**src/rtl/core/ntd_ram.sv**
```systemverilog
`default_nettype none
module ntd_ram #(
  parameter int WIDTH = 8,
  parameter int DEPTH = 16,
  localparam int AW = $clog2(DEPTH)
) (
  input  logic             clk,
  input  logic             we,
  input  logic [AW-1:0]    waddr,
  input  logic [WIDTH-1:0] wdata,
  input  logic             re,
  input  logic [AW-1:0]    raddr,
  output logic [WIDTH-1:0] rdata
);

  logic [WIDTH-1:0] mem [DEPTH];

  always_ff @(posedge clk) begin
    if (we) mem[waddr] <= wdata;
    if (re) rdata <= mem[raddr];
  end

endmodule
`default_nettype wire

```
**config.mk**
```make
export PLATFORM = sky130hd
export DESIGN_NAME = ntd_ram
export DESIGN_NICKNAME = d
export VERILOG_FILES = /design/src/rtl/core/ntd_ram.sv
export SDC_FILE = /design/constraint.sdc
export NUM_CORES = 1
export LEC_CHECK = 0
export BUFFER_PORTS_ARGS = -buffer_cell sky130_fd_sc_hd__buf_2
export CAP_MARGIN = 30
export CORE_MARGIN = 2
export CORE_UTILIZATION = 25
export CTS_CLUSTER_DIAMETER = 60
export DETAILED_ROUTE_END_ITERATION = 10
export GPL_ROUTABILITY_DRIVEN = 0
export PLACE_DENSITY = 0.4
export REMOVE_ABC_BUFFERS = 1
export SETUP_SLACK_MARGIN = 0.5
export SLEW_MARGIN = 0
export SYNTH_ARGS = -nofsm -noshare
export SYNTH_HDL_FRONTEND = slang
export SYNTH_SLANG_ARGS = --single-unit
```
**constraint.sdc**
```tcl
create_clock -name clk -period 1.98 [get_ports clk]
set_clock_uncertainty 0.15 [all_clocks]
set_input_delay 0.099 -clock clk [delete_from_list [all_inputs] [get_ports clk]]
set_output_delay 0.099 -clock clk [all_outputs]
set_load 0.02 [all_outputs]
```
Word-level counts from Yosys, hierarchy flattened
Memory sizes are Yosys's and may differ from the RTL's. A register that Yosys moved wholly into a read port is not among the register bits.
Cells that the tools add are included.
{"block": "totals", "word_cells": 3, "latchBits": 0, "n_memories": 1, "output_inout_bits": 8, "mem_bits_ro": 0, "inputBits": 19, "register_bits": 0, "ram_bits": 128}
{"memory": "mem", "words": 16, "width": 8, "rd": 1, "rd_ports_with_merged_regs": 1, "write_ports": 1, "line_no": "16", "text": "logic [WIDTH-1:0] mem [DEPTH];"}
{"block": "op_classes", "n_div": 0, "mux": 2, "n_lt_le_gt_ge": 0, "bitwise": 0, "reduce_logical": 0, "mul": 0, "n_addsub": 0, "eq_ne": 0, "n_shift": 0}
{"op": "1-bit 2-to-1 mux", "n": 2}

Logic depth before layout (Yosys ltp)
Gate-level depths: netlist (run 1).
{"block": "logic_depth", "word_depth": 2, "depth_mapped": 5, "ltp_nobuf": 3}

Worst setup path after synthesis (run 1)
OpenSTA, ideal clock, no wires.
{"block": "synth_timing", "kind": "input -> register", "start": "input port waddr[2]", "end": "memory mem[0][0] (enable)", "required_ps": 1447, "n_path_buf": 0, "path_slack_ps": 238, "arrival_ps": 1209, "cell_stages": 2, "path_cell_list": "or3b_2 -> nor3_1"}
{"item": "start, declared", "line_no": "9", "text": "input logic [AW-1:0] waddr,"}
{"item": "end, declared", "line_no": "16"}
No word-level cell before the write port.

==> metrics.yaml, run 1 <==
cts:
  cts_tree: "built"
  clk_pin_slew_ps: 60
  clkLatencyLatePin_ps: 420
  cts_made_buffers: 17
  cts_setup_buffers: 0
  cts_max_path_buffers: 2
  root_buffer: "clkbuf_16"
  htreeDepth: 4
  cts_sinks: 136
setup_path:
  required_ps: 2000
  reg2reg_to: "rdata[0]$_DFFE_PP_"
  crit_path_max_incr_delay_ps: 480
  cp_max_fo: 1
  crit_type: "reg -> reg"
  cpLargestDelayFamily: "multiplexers"
  path_cells: "mux4_2 > a22oi_2 > nand2_1"
  start_kind: "register"
  crit_arrival_ps: 1560
  reg2regPathDepth: 3
  worstPathBufferInverterCount: 0
  reg2reg_slack_ps: 440
  slowest_stage: "mux4_2"
  critPathCaptureType: "register"
  timing.rr.start: "mem[3][0]$_DFFE_PP_"
pwr:
  switchingPower_uw: 1380
  power_density_mw_per_mm2: 1080
  pwr-share-clk_pct: 49.2
  power_uw: 7130
  leakage_uw: 0.00217
  switching_share_pct: 19.3
  combPwrFrac_pct: 5.0
  pwr-share-seq_pct: 45.8
  p_int_uw: 5750
  vdd_drop_max_mv: 0.345
final_layout:
  nets: 319
  nFillCells: 1938
  final_area_mm2: 0.00659
  seq_area_mm2: 0.00408
  multiInputGateArea_mm2: 0.00105
  drive_above_1_share_pct: 39.3
  n_antenna_cell: 0
  area_growth_pct: 26.1
drt:
  drtIter0Drc: 181
  ant_nets: 0
  drc: 0
  num_vias: 2510
  drt-total-wl_mm: 11.4
  first_pass_iters: 4
  wire_per_inst_um: 19.5
  avgViaCountPerCell: 4.31
die:
  start_util_pct: 25.7
  die_area_mm2: 0.0221
  fp.coreArea_mm2: 0.0204
  die_h_um: 149
  ios: 27
  rows: 52
  die_w_um: 149
synthesis:
  yosysUniqueCellTypes: 18
  syn_area_mm2: 0.00523
  ys_seq_elements: 136
  syn_inst: 229
  synth_warnings: 0
  yosysSeqAreaShare_pct: 78.1
  syn_area_per_cell_um2: 22.8
flow_run:
  drv_cap: 0
worst_hold_path:
  whs_endpoint: "mem[8][0]$_DFFE_PP_"
  hold_depth: 3
  hold_start: "waddr[0]"
  hold_path.class: "in -> reg"
global_routing:
  gr-total-overflow: 0
  grt_pass1_vias: 2697
  antenna_found_initial: 0
  gr-usage-all-layers_pct: 11.1
  grt_pass1_wl_mm: 16.9
  grt_max_degree: 33
timing:
  finalSetupViolations: 0
  slew_headroom_pct: 64.5
  period_needed_ps: 1540
  fin_crit_sh_pct: 77.9
  hold_violations: 0
  max_freq_mhz: 648
  tns_ps: 0
  worst_slew_pin_slew_ps: 532
  rsz0062_at_grt: "yes"
  slew_viol_final: 0
placed_design:
  place_hpwl_mm: 7.36
  portBuffers: 26
  placed_cell_area_mm2: 0.00585
status:
  status: "finished, final reports clean"
[worst reg2reg max path: stages, from the launching register on]
cell and delay, ps:
edfxtp_1 360, mux4_2 480, a22oi_2 230, nand2_1 90
[worst max-delay path by stage]
stage / from / to / slack, ps / cells after the start
after CTS: mem[3][0]$_DFFE_PP_ / rdata[0]$_DFFE_PP_ / 400 / 3
after global placement: raddr[0] / rdata[0]$_DFFE_PP_ / 90 / 5
after floorplan: waddr[2] / mem[0][0]$_DFFE_PP_ / 240 / 2
final: mem[3][0]$_DFFE_PP_ / rdata[0]$_DFFE_PP_ / 440 / 3
after detailed placement: raddr[0] / rdata[0]$_DFFE_PP_ / 90 / 5
after global routing: mem[3][0]$_DFFE_PP_ / rdata[0]$_DFFE_PP_ / 370 / 3
[kinds of logic after synthesis]
group | count (synthesis) | synth area share [%]
flops | 136 | 78.1
mux | 32 | 14.8
buf+inv | 10 | 1.65
simple gates | 35 | 3.14
compound gates | 16 | 2.30
[synthesized netlist by cell type]
library cell | number | area [um^2]
a22oi_1 | 16 | 120
and2_1 | 1 | 6.26
and2b_1 | 1 | 7.51
buf_2 | 3 | 15.0
buf_4 | 1 | 7.51
buf_6 | 3 | 33.8
clkdlybuf4s25_2 | 3 | 30.0
edfxtp_1 | 136 | 4080
mux4_1 | 14 | 368
mux4_2 | 18 | 405
nand2_1 | 9 | 33.8
nand2b_1 | 2 | 12.5
nand3_1 | 1 | 5.00
nand3b_1 | 2 | 15.0
nor2_1 | 13 | 48.8
nor2b_1 | 1 | 6.26
nor3_1 | 4 | 20.0
or3b_2 | 1 | 8.76
[cell usage in the layout, fill, tap and decap left out, drive strengths merged]
cell / count
edfxtp: 136
buf: 53
mux4: 32
clkbuf: 18
a22oi: 16
nor2: 13
nand2: 9
dlygate4sd3: 9
bufinv: 6
clkinv: 6
nor3: 4
nand3b: 2
nand2b: 2
nor2b: 1
and2: 1
and2b: 1
nand3: 1
or3b: 1
clkinvlp: 1
inv: 1
[through the flow]
step / cells / worst slack (ps) / hold slack [ps] / utilization [%]
CTS: 583 / 402 / 74.7 / 32.4
floorplan: 219 / 238 / 47.9 / -
global placement: 542 / 86.8 / 334 / 28.7
detailed placement: 542 / 87.8 / 348 / 28.7
finish: 583 / 437 / 89.4 / 32.4
global route: 583 / 369 / 97.5 / 32.4
[what timing repair did]
| item | in CTS | in global routing |
|---|---|---|
| hold buffers | 9 | 0 |
| hold endpoints to repair | 136 | 0 |
| gates cloned | 0 | 0 |
| setup endpoints to repair | 8 | 8 |
| gates resized for setup | 18 | 4 |
| pin swaps | 12 | 3 |
[sequential cells by signal (all words and copies together) (netlist names)]
| name | cells |
|---|---|
| mem | 128 |
| rdata | 8 |
[power by group through the flow]
stage | Combinational (uW) | Clock (uW) | Sequential, uW
floorplan | 129 | 0 | 3330
global placement | 336 | 0 | 3320
detailed placement | 339 | 0 | 3320
CTS | 369 | 3580 | 3260
global route | 391 | 3690 | 3270
finish | 360 | 3500 | 3260
[metal layers]
metal / vias to the layer above / global-route usage, % / routed length, um
li1: 1113 / - / -
met1: 1328 / 13.8 / 5010
met2: 57 / 18.0 / 5730
met3: 12 / 3.19 / 461
met4: 0 / 4.86 / 161
met5: - / 0 / 0
[layout make-up]
type                            count  area share, %
Tap cell                          270           5.12
Clock buffer                       18           6.51
Multi-Input combinational cell     83           16.0
Sequential cell                   136           61.9
Clock inverter                     14           3.45
Timing Repair Buffer               62           6.98
Power figures use the tool's default switching activity.
==> run 2, diff against run 1 <==
--- a/config.mk
+++ b/config.mk
@@ -12,7 +12,7 @@
 export CTS_CLUSTER_DIAMETER = 60
 export DETAILED_ROUTE_END_ITERATION = 10
 export GPL_ROUTABILITY_DRIVEN = 0
-export PLACE_DENSITY = 0.4
+export PLACE_DENSITY = 0.42
 export REMOVE_ABC_BUFFERS = 1
 export SETUP_SLACK_MARGIN = 0.5
 export SLEW_MARGIN = 0
==> constraint.sdc (replaced) <==
create_clock -name clk -period 1.4 [get_ports clk]
set_clock_uncertainty 0.15 [all_clocks]
set_input_delay 0.07 -clock clk [delete_from_list [all_inputs] [get_ports clk]]
set_output_delay 0.07 -clock clk [all_outputs]
set_load 0.02 [all_outputs]
==> metrics.yaml, run 2 (same netlist as run 1, synthesis figures left out) <==
status:
  status: "finished, violations left"
  violations: "hold timing, setup timing"
timing:
  period_needed_ps: 1540  # -6.91 ps
  finalSetupViolations: 8  # +8
  whs_ps: -94.0  # -183 ps
  slew_viol_final: 0  # unchanged
  fin_crit_sh_pct: 110  # +32 points
  layout_setup_ws_ps: -136  # -573 ps
  tns_ps: -963  # -963 ps
  rsz0062_at_grt: "yes"
  max_freq_mhz: 651  # +0.45%
  hold_violations: 8  # +8
  slew_headroom_pct: 31.7  # -33 points
  worst_slew_pin_slew_ps: 1020  # +488 ps
global_routing:
  grt_max_degree: 22  # -33%
  antenna_found_initial: 0  # unchanged
  gr-usage-all-layers_pct: 11.1  # +0.044 points
  grt_pass1_wl_mm: 17.2  # +2.0%
  grt_pass1_vias: 2638  # -2.2%
  gr-total-overflow: 0  # unchanged
setup_path:
  cp_max_fo: 1  # unchanged
  crit_arrival_ps: 1550  # about the same
  required_ps: 1410  # -590 ps
  crit_path_max_incr_delay_ps: 470  # about the same
  cpLargestDelayFamily: "multiplexers"
  start_kind: "register"
  crit_type: "reg -> reg"
  worstPathBufferInverterCount: 0  # unchanged
  path_cells: "mux4_2 > a22oi_2 > nand2_1"
  slowest_stage: "mux4_2"
  critPathCaptureType: "register"
die:
  fp.coreArea_mm2: 0.0204  # unchanged
  die_area_mm2: 0.0221  # unchanged
  ios: 27  # unchanged
  rows: 52  # unchanged
  start_util_pct: 25.7  # unchanged
  die_h_um: 149  # unchanged
  die_w_um: 149  # unchanged
drt:
  ant_nets: 0  # unchanged
  num_vias: 2561  # +2.0%
  avgViaCountPerCell: 4.37  # +1.5%
  drtIter0Drc: 211  # +17%
  first_pass_iters: 4  # unchanged
  wire_per_inst_um: 19.4  # -0.67%
  drc: 0  # unchanged
  drt-total-wl_mm: 11.3  # -0.16%
final_layout:
  final_common_cell: "edfxtp_1"
  final_cells: 586  # +0.51%
  top_register: "mem"
  final_area_mm2: 0.00678  # +2.8%
  drive_above_1_share_pct: 43.4  # +4.1 points
  largest_reg_flops: 128  # unchanged
  n_antenna_cell: 0  # unchanged
  nets: 322  # +0.94%
  mostFrequentLayoutCells: "edfxtp_1 (136), mux4_2 (29), buf_6 (21), clkbuf_16 (17), buf_2 (16)"
  area_growth_pct: 29.6
  top_regs: "mem: 128 flops, rdata: 8 flops"
cts:
  cts_sinks: 136  # unchanged
  hold_buffers: 8  # -1
  root_buffer: "clkbuf_16"
  htreeDepth: 4  # unchanged
  clk_pin_slew_ps: 60  # about the same
  clkLatencyLatePin_ps: 420  # about the same
  cts_setup_buffers: 0  # unchanged
  cts_tree: "built"
  cts_made_buffers: 17  # unchanged
  cts_max_path_buffers: 2  # unchanged
placed_design:
  dp.cells: 546  # +0.74%
  portBuffers: 26  # unchanged
  place_hpwl_mm: 7.42  # +0.84%
  placed_cell_area_mm2: 0.00589  # +0.73%
worst_hold_path:
  hold_path.class: "in -> reg"
flow_run:
  drv_cap: 0  # unchanged
pwr:
  vdd_drop_max_mv: 0.679  # +97%
  power_density_mw_per_mm2: 1440  # +33%
  leakage_uw: 0.00220  # +1.5%
run 2: final cells by class:
type	instances	area (um^2)
Fill cell	1970	13600
Sequential cell	136	4080
Multi-Input combinational cell	83	1120
Timing Repair Buffer	65	619
Clock buffer	17	425
Tap cell	270	338
Clock inverter	15	184
run 2: what timing repair did:
item	4_1_cts	5_1_grt
hold endpoints to repair	136	8
setup endpoints to repair	80	88
pin swaps	10	10
resized for setup	52	21
run 2: per-stage QoR:
step / total power (uW) / util, % / hold WS (ps) / worst slack, ps
after global routing: 10100 / 33.3 / -109 / -204
after detailed placement: 5200 / 28.9 / 329 / -447
after floorplan: 4900 / - / 18.9 / -313
after global placement: 5190 / 28.9 / 323 / -447
after CTS: 9840 / 32.9 / -113 / -165
final: 9750 / 33.3 / -94.0 / -136
run 2: worst paths after layout:
| kind | start | to | slack, ps | cells after the start |
|---|---|---|---|---|
| worst min register to register | mem[8][6]$_DFFE_PP_ | rdata[6]$_DFFE_PP_ | 610 | 3 |
| worst max-delay path | mem[0][6]$_DFFE_PP_ | rdata[6]$_DFFE_PP_ | -140 | 3 |
| worst max register to register | mem[0][6]$_DFFE_PP_ | rdata[6]$_DFFE_PP_ | -140 | 3 |
| worst min-delay path | re | rdata[6]$_DFFE_PP_ | -90 | 1 |
run 2: routing by layer:
| layer | GRT usage, % | up-vias | wire, um |
|---|---|---|---|
| met1 | 15.7 | 1364 | 5350 |
| met3 | 3.31 | 15 | 493 |
| met2 | 16.1 | 63 | 5330 |
| met5 | 0 | - | 0 |
| li1 | - | 1119 | - |
| met4 | 4.33 | 0 | 179 |
run 2: worst register-to-register path, delay by kind of cell (launching register included):
| kind | cells | cell delay, ps |
|---|---|---|
| AO/OA/AOI/OAI | 1 | 210 |
| AND/OR/NAND/NOR | 1 | 80 |
| flip-flops | 1 | 370 |
| multiplexers | 1 | 480 |
run 2: report_power, final:
part           internal (uW)  switching [uW]  total, uW
clock network           2940            1610       4560
logic                    270             303        573
registers               4590            30.4       4620
total                   7800            1950       9750
==> run 3, diff against run 2 <==
--- a/config.mk
+++ b/config.mk
@@ -14,7 +14,6 @@
 export GPL_ROUTABILITY_DRIVEN = 0
 export PLACE_DENSITY = 0.42
 export REMOVE_ABC_BUFFERS = 1
-export SETUP_SLACK_MARGIN = 0.5
 export SLEW_MARGIN = 0
 export SYNTH_ARGS = -nofsm -noshare
 export SYNTH_HDL_FRONTEND = slang
==> metrics.yaml, run 3 (same netlist as run 1, synthesis figures left out) <==
status:
  status: "finished, violations left"
  violations: "setup timing"
placed_design:
  dp.cells: 546  # unchanged
  placed_cell_area_mm2: 0.00589  # unchanged
  portBuffers: 26  # unchanged
  place_hpwl_mm: 7.42  # unchanged
die:
  die_w_um: 149  # unchanged
  fp.coreArea_mm2: 0.0204  # unchanged
  ios: 27  # unchanged
  rows: 52  # unchanged
  die_area_mm2: 0.0221  # unchanged
  die_h_um: 149  # unchanged
  start_util_pct: 25.7  # unchanged
setup_path:
  slowest_stage: "mux4_2"
  reg2regPathDepth: 3  # unchanged
  critPathCaptureType: "register"
  cpLargestDelayFamily: "multiplexers"
  timing.rr.start: "mem[0][6]$_DFFE_PP_"
  reg2reg_to: "rdata[6]$_DFFE_PP_"
  path_cells: "mux4_2 > a22oi_2 > nand2_1"
  crit_cells: 3  # unchanged
  required_ps: 1410  # about the same
  start_kind: "register"
  crit_path_max_incr_delay_ps: 470  # about the same
  crit_arrival_ps: 1550  # about the same
  crit_type: "reg -> reg"
  cp_max_fo: 1  # unchanged
  reg2reg_slack_ps: -140  # about the same
  worstPathBufferInverterCount: 0  # unchanged
global_routing:
  grt_pass1_wl_mm: 17.1  # -0.52%
  grt_pass1_vias: 2621  # -0.64%
  gr-total-overflow: 0  # unchanged
  gr-usage-all-layers_pct: 11.1  # -0.046 points
  grt_max_degree: 22  # unchanged
  antenna_found_initial: 0  # unchanged
timing:
  slew_headroom_pct: 31.0  # -0.77 points
  period_needed_ps: 1540  # +0.951 ps
  whs_ps: 69.9  # +164 ps
  max_freq_mhz: 651  # about the same
  fin_crit_sh_pct: 110  # about the same
  slew_viol_final: 0  # unchanged
  tns_ps: -974  # -11.5 ps
  layout_setup_ws_ps: -137  # -0.951 ps
  finalSetupViolations: 8  # unchanged
  hold_violations: 0  # -8
  rsz0062_at_grt: "yes"
  worst_slew_pin_slew_ps: 1030  # +11.5 ps
pwr:
  pwr-share-clk_pct: 47.0  # +0.3 points
  switching_share_pct: 19.9  # -0.11 points
  pwr-share-seq_pct: 47.6  # +0.2 points
  p_int_uw: 7770  # -0.44%
  leakage_uw: 0.00217  # -1.7%
  vdd_drop_max_mv: 0.677  # -0.30%
  power_density_mw_per_mm2: 1470  # +2.1%
  switchingPower_uw: 1930  # -1.1%
  combPwrFrac_pct: 5.4  # -0.5 points
final_layout:
  final_area_mm2: 0.00660  # -2.7%
  top_regs: "mem: 128 flops, rdata: 8 flops"
  area_growth_pct: 26.2
  final_util_pct: 32.4  # -0.88 points
  largest_reg_flops: 128  # unchanged
  nFillCells: 1978  # +0.41%
  final_common_cell: "edfxtp_1"
  final_cells: 587  # +0.17%
  top_register: "mem"
  drive_above_1_share_pct: 39.1  # -4.2 points
  n_antenna_cell: 0  # unchanged
  mostFrequentLayoutCells: "edfxtp_1 (136), mux4_2 (29), buf_4 (27), buf_2 (26), clkbuf_16 (17)"
  nets: 323  # +0.31%
drt:
  drt-total-wl_mm: 11.3  # -0.13%
  drc: 0  # unchanged
  drtIter0Drc: 215  # +1.9%
  wire_per_inst_um: 19.3  # -0.30%
  num_vias: 2532  # -1.1%
  first_pass_iters: 4  # unchanged
  ant_nets: 0  # unchanged
  avgViaCountPerCell: 4.31  # -1.3%
cts:
  clkLatencyLatePin_ps: 420  # about the same
  cts_max_path_buffers: 2  # unchanged
  cts_sinks: 136  # unchanged
  cts_made_buffers: 17  # unchanged
  cts_setup_buffers: 0  # unchanged
  htreeDepth: 4  # unchanged
  cts_tree: "built"
  clk_pin_slew_ps: 60  # about the same
  root_buffer: "clkbuf_16"
worst_hold_path:
  hold_start: "waddr[0]"
  hold_path.class: "in -> reg"
  whs_endpoint: "mem[8][0]$_DFFE_PP_"
  hold_depth: 3  # +2
flow_run:
  drv_cap: 0  # unchanged
## run 3: cell types whose count changed in the layout (fill, tap and decap cells not counted), sizes merged
cell         delta
dlygate4sd3     +1
## run 3: layout make-up
class | instances | area [um^2] | area share [%]
Timing Repair Buffer | 66 | 503 | 7.63
Sequential cell | 136 | 4080 | 61.9
Clock inverter | 15 | 184 | 2.79
Clock buffer | 17 | 425 | 6.45
Multi-Input combinational cell | 83 | 1060 | 16.1
Tap cell | 270 | 338 | 5.12
## run 3: tightest hold or removal path: cells and delay by family
kind | cells | cell delay, ps
buffers and inverters | 2 | 320
AND/OR/NAND/NOR | 1 | 60
## run 3: routing by layer
| layer | track usage (%) | part of all wire, % | up-vias |
|---|---|---|---|
| met5 | 0 | 0 | - |
| met4 | 4.33 | 1.6 | 0 |
| met3 | 3.34 | 4.2 | 15 |
| met2 | 15.9 | 45 | 57 |
| met1 | 15.7 | 49 | 1338 |
| li1 | - | - | 1122 |
## run 3: worst max path at each step
stage / start / end / slack [ps]
2_1_floorplan: waddr[2] / mem[0][0]$_DFFE_PP_ / -310
3_3_place_gp: raddr[0] / rdata[1]$_DFFE_PP_ / -450
3_5_place_dp: raddr[0] / rdata[1]$_DFFE_PP_ / -450
4_1_cts: mem[0][6]$_DFFE_PP_ / rdata[6]$_DFFE_PP_ / -170
5_1_grt: mem[3][7]$_DFFE_PP_ / rdata[7]$_DFFE_PP_ / -200
6_report: mem[0][6]$_DFFE_PP_ / rdata[6]$_DFFE_PP_ / -140
## run 3: what timing repair did
item                       4_1_cts  5_1_grt
cloned                           0        0
hold endpoints to repair       136        0
pin swaps                        7        3
setup endpoints to repair        8        8
resized for setup               16        4
hold buffers                     9        0
## run 3: metrics by stage
stage	worst slack (ps)	power (uW)
3_3_place_gp	-447	5190
3_5_place_dp	-447	5200
4_1_cts	-165	9800
5_1_grt	-204	10000
6_report	-137	9690
2_1_floorplan	-313	4900
## run 3: power groups by stage
stage               registers, uW  logic [uW]  clock network, uW
detailed placement           4700         497                  0
global placement             4700         489                  0
floorplan                    4720         183                  0
finish                       4620         526               4550
global route                 4620         577               4840
CTS                          4620         537               4650
